`src/design/pcs_pkg.sv`:
```
// Package: payload types, controller states and command/status structs for the correlation block.
package pcs_pkg;

  localparam int unsigned QUO_BITS  = 29;  // floor(num^2 * 2^28 / den) <= 2^28
  localparam int unsigned ROOT_BITS = 15;  // sqrt of that <= 16384
  localparam int unsigned FRAC_BITS = 28;

  typedef struct packed {
    logic signed [15:0] actual_value;
    logic signed [15:0] predicted_value;
    logic               last_pair;
  } in_t;

  typedef struct packed {
    logic signed [15:0] correlation;
    logic               result_valid;
    logic [16:0]        pair_count;
  } out_t;

  typedef enum logic [2:0] {
    S_ACC,
    S_LOAD,
    S_MUL,
    S_MST,
    S_DIV,
    S_SQRT,
    S_OUT
  } state_e;

  // product being formed by the shared serial multiplier
  typedef enum logic [2:0] {
    PH_P,    // n * Sxy
    PH_Q,    // Sx * Sy
    PH_A1,   // n * Sxx
    PH_B1,   // Sx^2
    PH_A2,   // n * Syy
    PH_B2,   // Sy^2
    PH_DEN,  // va * vb
    PH_NSQ   // num^2
  } phase_e;

  typedef struct packed {
    logic       acc_en;
    logic       clear;
    logic       mul_load;
    logic       mul_step;
    logic       mul_store;
    phase_e     phase;
    logic       div_init;
    logic       div_step;
    logic       sqrt_step;
    logic [3:0] sqrt_bit;
    logic       out_load;
  } cmd_t;

  typedef struct packed {
    logic var_ok;
  } sts_t;

endpackage

```
`src/design/pcs_ctrl.sv`:
```
// Controller: sequences accumulation, the eight products, division and square root.
module pcs_ctrl #(
  parameter int unsigned MUL_STEPS = 68
) (
  input  logic          clk_i,
  input  logic          rst_ni,
  input  logic          in_valid_i,
  input  logic          in_last_i,
  output logic          in_ready_o,
  output logic          out_valid_o,
  input  logic          out_ready_i,
  input  pcs_pkg::sts_t sts_i,
  output pcs_pkg::cmd_t cmd_o
);

  localparam int unsigned NW = $clog2(MUL_STEPS + 1);

  pcs_pkg::state_e state_q, state_d;
  pcs_pkg::phase_e phase_q, phase_d;
  logic [NW-1:0]   cnt_q, cnt_d;
  logic            ov_q, ov_d;
  logic            out_free;

  assign out_free = !ov_q || out_ready_i;

  always_comb begin
    state_d = state_q;
    phase_d = phase_q;
    cnt_d   = cnt_q;
    unique case (state_q)
      pcs_pkg::S_ACC: begin
        if (in_valid_i && in_last_i) begin
          state_d = pcs_pkg::S_LOAD;
          phase_d = pcs_pkg::PH_P;
        end
      end
      pcs_pkg::S_LOAD: begin
        state_d = pcs_pkg::S_MUL;
        cnt_d   = NW'(MUL_STEPS - 1);
      end
      pcs_pkg::S_MUL: begin
        cnt_d = cnt_q - 1'b1;
        if (cnt_q == '0) state_d = pcs_pkg::S_MST;
      end
      pcs_pkg::S_MST: begin
        state_d = pcs_pkg::S_LOAD;
        unique case (phase_q)
          pcs_pkg::PH_P:   phase_d = pcs_pkg::PH_Q;
          pcs_pkg::PH_Q:   phase_d = pcs_pkg::PH_A1;
          pcs_pkg::PH_A1:  phase_d = pcs_pkg::PH_B1;
          pcs_pkg::PH_B1:  phase_d = pcs_pkg::PH_A2;
          pcs_pkg::PH_A2:  phase_d = pcs_pkg::PH_B2;
          pcs_pkg::PH_B2:  phase_d = pcs_pkg::PH_DEN;
          pcs_pkg::PH_DEN: phase_d = pcs_pkg::PH_NSQ;
          pcs_pkg::PH_NSQ: begin
            state_d = sts_i.var_ok ? pcs_pkg::S_DIV : pcs_pkg::S_OUT;
            cnt_d   = NW'(pcs_pkg::QUO_BITS - 1);
          end
          default: ;
        endcase
      end
      pcs_pkg::S_DIV: begin
        cnt_d = cnt_q - 1'b1;
        if (cnt_q == '0) begin
          state_d = pcs_pkg::S_SQRT;
          cnt_d   = NW'(pcs_pkg::ROOT_BITS - 1);
        end
      end
      pcs_pkg::S_SQRT: begin
        cnt_d = cnt_q - 1'b1;
        if (cnt_q == '0) state_d = pcs_pkg::S_OUT;
      end
      pcs_pkg::S_OUT: begin
        if (out_free) state_d = pcs_pkg::S_ACC;
      end
      default: state_d = pcs_pkg::S_ACC;
    endcase
  end

  always_comb begin
    cmd_o           = '0;
    cmd_o.phase     = phase_q;
    cmd_o.sqrt_bit  = 4'(cnt_q);
    in_ready_o      = 1'b0;
    ov_d            = ov_q && !out_ready_i;
    unique case (state_q)
      pcs_pkg::S_ACC: begin
        in_ready_o   = 1'b1;
        cmd_o.acc_en = in_valid_i;
      end
      pcs_pkg::S_LOAD: cmd_o.mul_load = 1'b1;
      pcs_pkg::S_MUL:  cmd_o.mul_step = 1'b1;
      pcs_pkg::S_MST: begin
        cmd_o.mul_store = 1'b1;
        cmd_o.div_init  = phase_q == pcs_pkg::PH_NSQ;
      end
      pcs_pkg::S_DIV:  cmd_o.div_step = 1'b1;
      pcs_pkg::S_SQRT: cmd_o.sqrt_step = 1'b1;
      pcs_pkg::S_OUT: begin
        if (out_free) begin
          cmd_o.out_load = 1'b1;
          cmd_o.clear    = 1'b1;
          ov_d           = 1'b1;
        end
      end
      default: ;
    endcase
  end

  always_ff @(posedge clk_i or negedge rst_ni) begin
    if (!rst_ni) begin
      state_q <= pcs_pkg::S_ACC;
      phase_q <= pcs_pkg::PH_P;
      cnt_q   <= '0;
      ov_q    <= 1'b0;
    end else begin
      state_q <= state_d;
      phase_q <= phase_d;
      cnt_q   <= cnt_d;
      ov_q    <= ov_d;
    end
  end

  assign out_valid_o = ov_q;

endmodule

```
`config.mk`:
```
export PLATFORM = sky130hd
export DESIGN_NAME = pcs_ctrl
export DESIGN_NICKNAME = d
export VERILOG_FILES = /design/src/design/pcs_pkg.sv /design/src/design/pcs_ctrl.sv
export SDC_FILE = /design/constraint.sdc
export NUM_CORES = 1
export LEC_CHECK = 0
export BUFFER_PORTS_ARGS = -buffer_cell sky130_fd_sc_hd__clkbuf_2
export CORE_MARGIN = 10
export CORE_UTILIZATION = 50
export DETAILED_ROUTE_END_ITERATION = 6
export GPL_ROUTABILITY_DRIVEN = 0
export HOLD_SLACK_MARGIN = 0.03
export PLACE_DENSITY_LB_ADDON = 0.05
export SETUP_SLACK_MARGIN = 0.05
export SKIP_CTS_REPAIR_TIMING = 1
export SYNTH_ARGS = -nofsm -noshare
export SYNTH_HDL_FRONTEND = slang
export SYNTH_SLANG_ARGS = --single-unit
```
`constraint.sdc`:
```
create_clock -name clk_i -period 2.5 [get_ports clk_i]
set_clock_uncertainty 0.2 [all_clocks]
set_input_delay 0.625 -clock clk_i [delete_from_list [all_inputs] [get_ports clk_i]]
set_output_delay 0.625 -clock clk_i [all_outputs]
set_load 0.05 [all_outputs]
```
==> impl_results.md <==
* Die Span Y at between 60 and 70 um
* Fmax at between 400 and 500 MHz
* Top cells by area, synth: dfrtp_1 33%, ha_1 7.2%, a21oi_1 4.3%
* Final worst path period share at 94.1%
* Commonest cells post-synth: 14 x dfrtp_1, 12 x nand2_1, 9 x a21oi_1, 9 x inv_1
* Placed instance area at roughly 1200 um^2
* Power Density at 1280 nW/um^2
* MaxCap Viol Count at 0
* Static Leak at slightly below 0.6 nW
* Die area at about 4300 um^2
* DR DRC count at 0
* H-tree depth at 1
* Count leader, synth: dfrtp_1
* Num CTS Buffers at 3
* Crit Path Category: register to output pin
* Worst path required time at 1.67 ns
* Setup TNS at 0 ns
* Worst reg2reg startpoint: cnt_q[0]
* DRT Pass-1 Iters at 4
* Critical-path cell list: buf_4 > nor3_4 > and2_1 > buf_2
* Longest Clk Path Bufs at 2
* Net switching power at around 0.00087 W
* Async SR Flop Fraction at 100%
* Worst r2r dst: cnt_q[6]
* Post-synth EDFFs at 0
* Vias at ~930
* RSZ-0062 raised after global routing: no
* TritonCTS clock tree: done
* Maximum vdd drop at between 0.7 and 0.8 mV
* Initial Utilization at a little over half
* CP max stage cell: dfrtp_2
* Post-synth top area share at about a third
* Post-DRT Antenna Nets at 0
* Primary FF master, synth: dfrtp_1
* Ys Warns at 0
* Flop2flop setup slack at slightly above 0.3 ns
* Post-synthesis cell count at 121
* Die width at around 66 um
* Initial detailed-routing violation count at 40
* Int Power at between 0.0007 and 0.0008 W
* Final nets at approximately 160
* Slew HR at 63.4%
* Worst slew pin tran at 0.544 ns
* Final slew viol count at 0
* Finished Layout Cells at 170
* Antenna diode count at 0
* First-pass GRT wire length at 4280 um
* Post-synthesis register bit count at 14
* Largest net degree at the start of global routing at 16
* Hold Violations, Final at 0
* Comb pwr share at a little under two thirds
* Worst-path clk slew at around 0.090 ns
* Gr usage total at 12.4%
* Setup crit start kind: register
* Crit path DAT at between 1.5 and 2 ns
* Status: completed
* Root Buffer: clkbuf_4
* Netlist cell types at 40
* Critical Path End Type: output pin
* Cell taking the most area after synthesis: dfrtp_1
* Final setup violation count at 0
* Detailed Route WL at about 2500 um
* R2r worst-path depth at 6
* Clock latency on the worst-skew pair at around 0.28 ns
* Clock sink count at 14
* WL per Instance at around 15 um
* Post-DP HPWL at approximately 2000 um
* End of the critical path: cmd_o[15]
* Share of layout cells above drive strength 1 at 30.8%
* Cell area after layout at roughly 1200 um^2
* Ports at 24
* Area growth syn-to-layout at 18.5%
* CP Launch Point: state_q[0]
* Sequential Power Share at 28.0%
* Vias in the first global route at between 800 and 900
* Antenna violations before repair at 0
* Clk pwr share at between 8 and 9%
* Cell Rows at 16
* Min Hold Slack at a little over 0.04 ns
* Fillers at ~180
* Worst Hold Class: primary input to asynchronous set/reset pin
* Sw frac at 54.7%
* Area of the core at between 1500 and 2000 um^2
* Register area share after synthesis at 33.5%
* Post-synthesis net count at ~130
* Grt ovf at 0
* Synthesized area at 1050 um^2
* Via density at ~5.5
* IO Port Bufs at 23
* Fin crit period at 2.35 ns
* Syn Area/Cell at just under 9 um^2
* DP Cell Count at about 170
* Max stage delay on crit path at around 0.49 ns
* Maximum fanout along the worst path at 7
-- worst min-delay path by stage --
stage,start,end,slack (ns)
finish,rst_ni,phase_q[1],0.04
global route,rst_ni,out_valid_o,0.05
CTS,rst_ni,out_valid_o,0.05
detailed placement,cnt_q[6],cnt_q[6],0.33
global placement,cnt_q[6],cnt_q[6],0.31
floorplan,rst_ni,cnt_q[0],0.13
-- worst max-delay path, delay by kind of cell, from the launching register on --
family / cells / cell delay [ns]
buffers and inverters: 2 / 0.44
AND/OR/NAND/NOR: 2 / 0.32
flip-flops: 1 / 0.49
-- per-stage QoR --
| stage | util (%) | setup slack, ns | total power, W |
|---|---|---|---|
| after global routing | 62.6 | 0.0509 | 0.00171 |
| after floorplan | - | -0.0164 | 0.00122 |
| final | 62.6 | 0.148 | 0.00158 |
| after global placement | 60.5 | 0.285 | 0.00143 |
| after detailed placement | 60.5 | 0.245 | 0.00144 |
| after CTS | 61.6 | -0.0829 | 0.00158 |
-- logic make-up after synthesis --
| kind of cell | share of synthesized area, % |
|---|---|
| buffers and inverters | 8.36 |
| and+or+nand+nor | 23.1 |
| xor gates and xnor gates | 0.836 |
| DFF | 33.5 |
| AOI/OAI and AO/OA | 27.1 |
| adders and majority gates | 7.17 |
-- layer usage --
| layer | GRT usage, % | vias up | part of all wire [%] |
|---|---|---|---|
| met1 | 15.8 | 429 | 48 |
| met2 | 18.8 | 19 | 46 |
| li1 | - | 481 | - |
| met3 | 4.07 | 2 | 5.5 |
| met4 | 4.81 | 0 | 0.63 |
| met5 | 0 | - | 0 |
-- cell type report --
cell class	count	area, um^2	area share [%]
well taps	27	33.8	2.72
multi-input cells	89	641	51.6
flip-flops and latches	14	353	28.4
repair buffers	28	158	12.7
inverters	9	33.8	2.72
clock buffers	3	22.5	1.81
-- placed cells by master (no fill, tap or decap), types with 3 or more instances in the layout --
cell type / synthesis / final
a21oi_1: 9 / 9
and2_1: 4 / 4
buf_4: 5 / 6
clkbuf_2: 0 / 19
clkbuf_4: 0 / 4
dfrtp_1: 14 / 12
ha_1: 6 / 5
inv_1: 9 / 9
nand2_1: 12 / 12
nand2b_1: 4 / 4
nand3_1: 4 / 4
nor2_1: 4 / 3
nor3_1: 4 / 3
o21ai_0: 6 / 6
-- power by group through the flow --
stage | registers, W | clock network (W) | logic [W]
after floorplan | 0.000440 | 0 | 0.000781
after global placement | 0.000435 | 0 | 0.000993
after detailed placement | 0.000440 | 0 | 0.00100
after CTS | 0.000435 | 0.000138 | 0.00101
after global routing | 0.000460 | 0.000145 | 0.00111
final | 0.000443 | 0.000131 | 0.00101
-- state kept, by name (all words and copies together), names as in the netlist --
signal,count
cnt_q,7
out_valid_o,1
phase_q,3
state_q,3
Power figures use the tool's default switching activity.
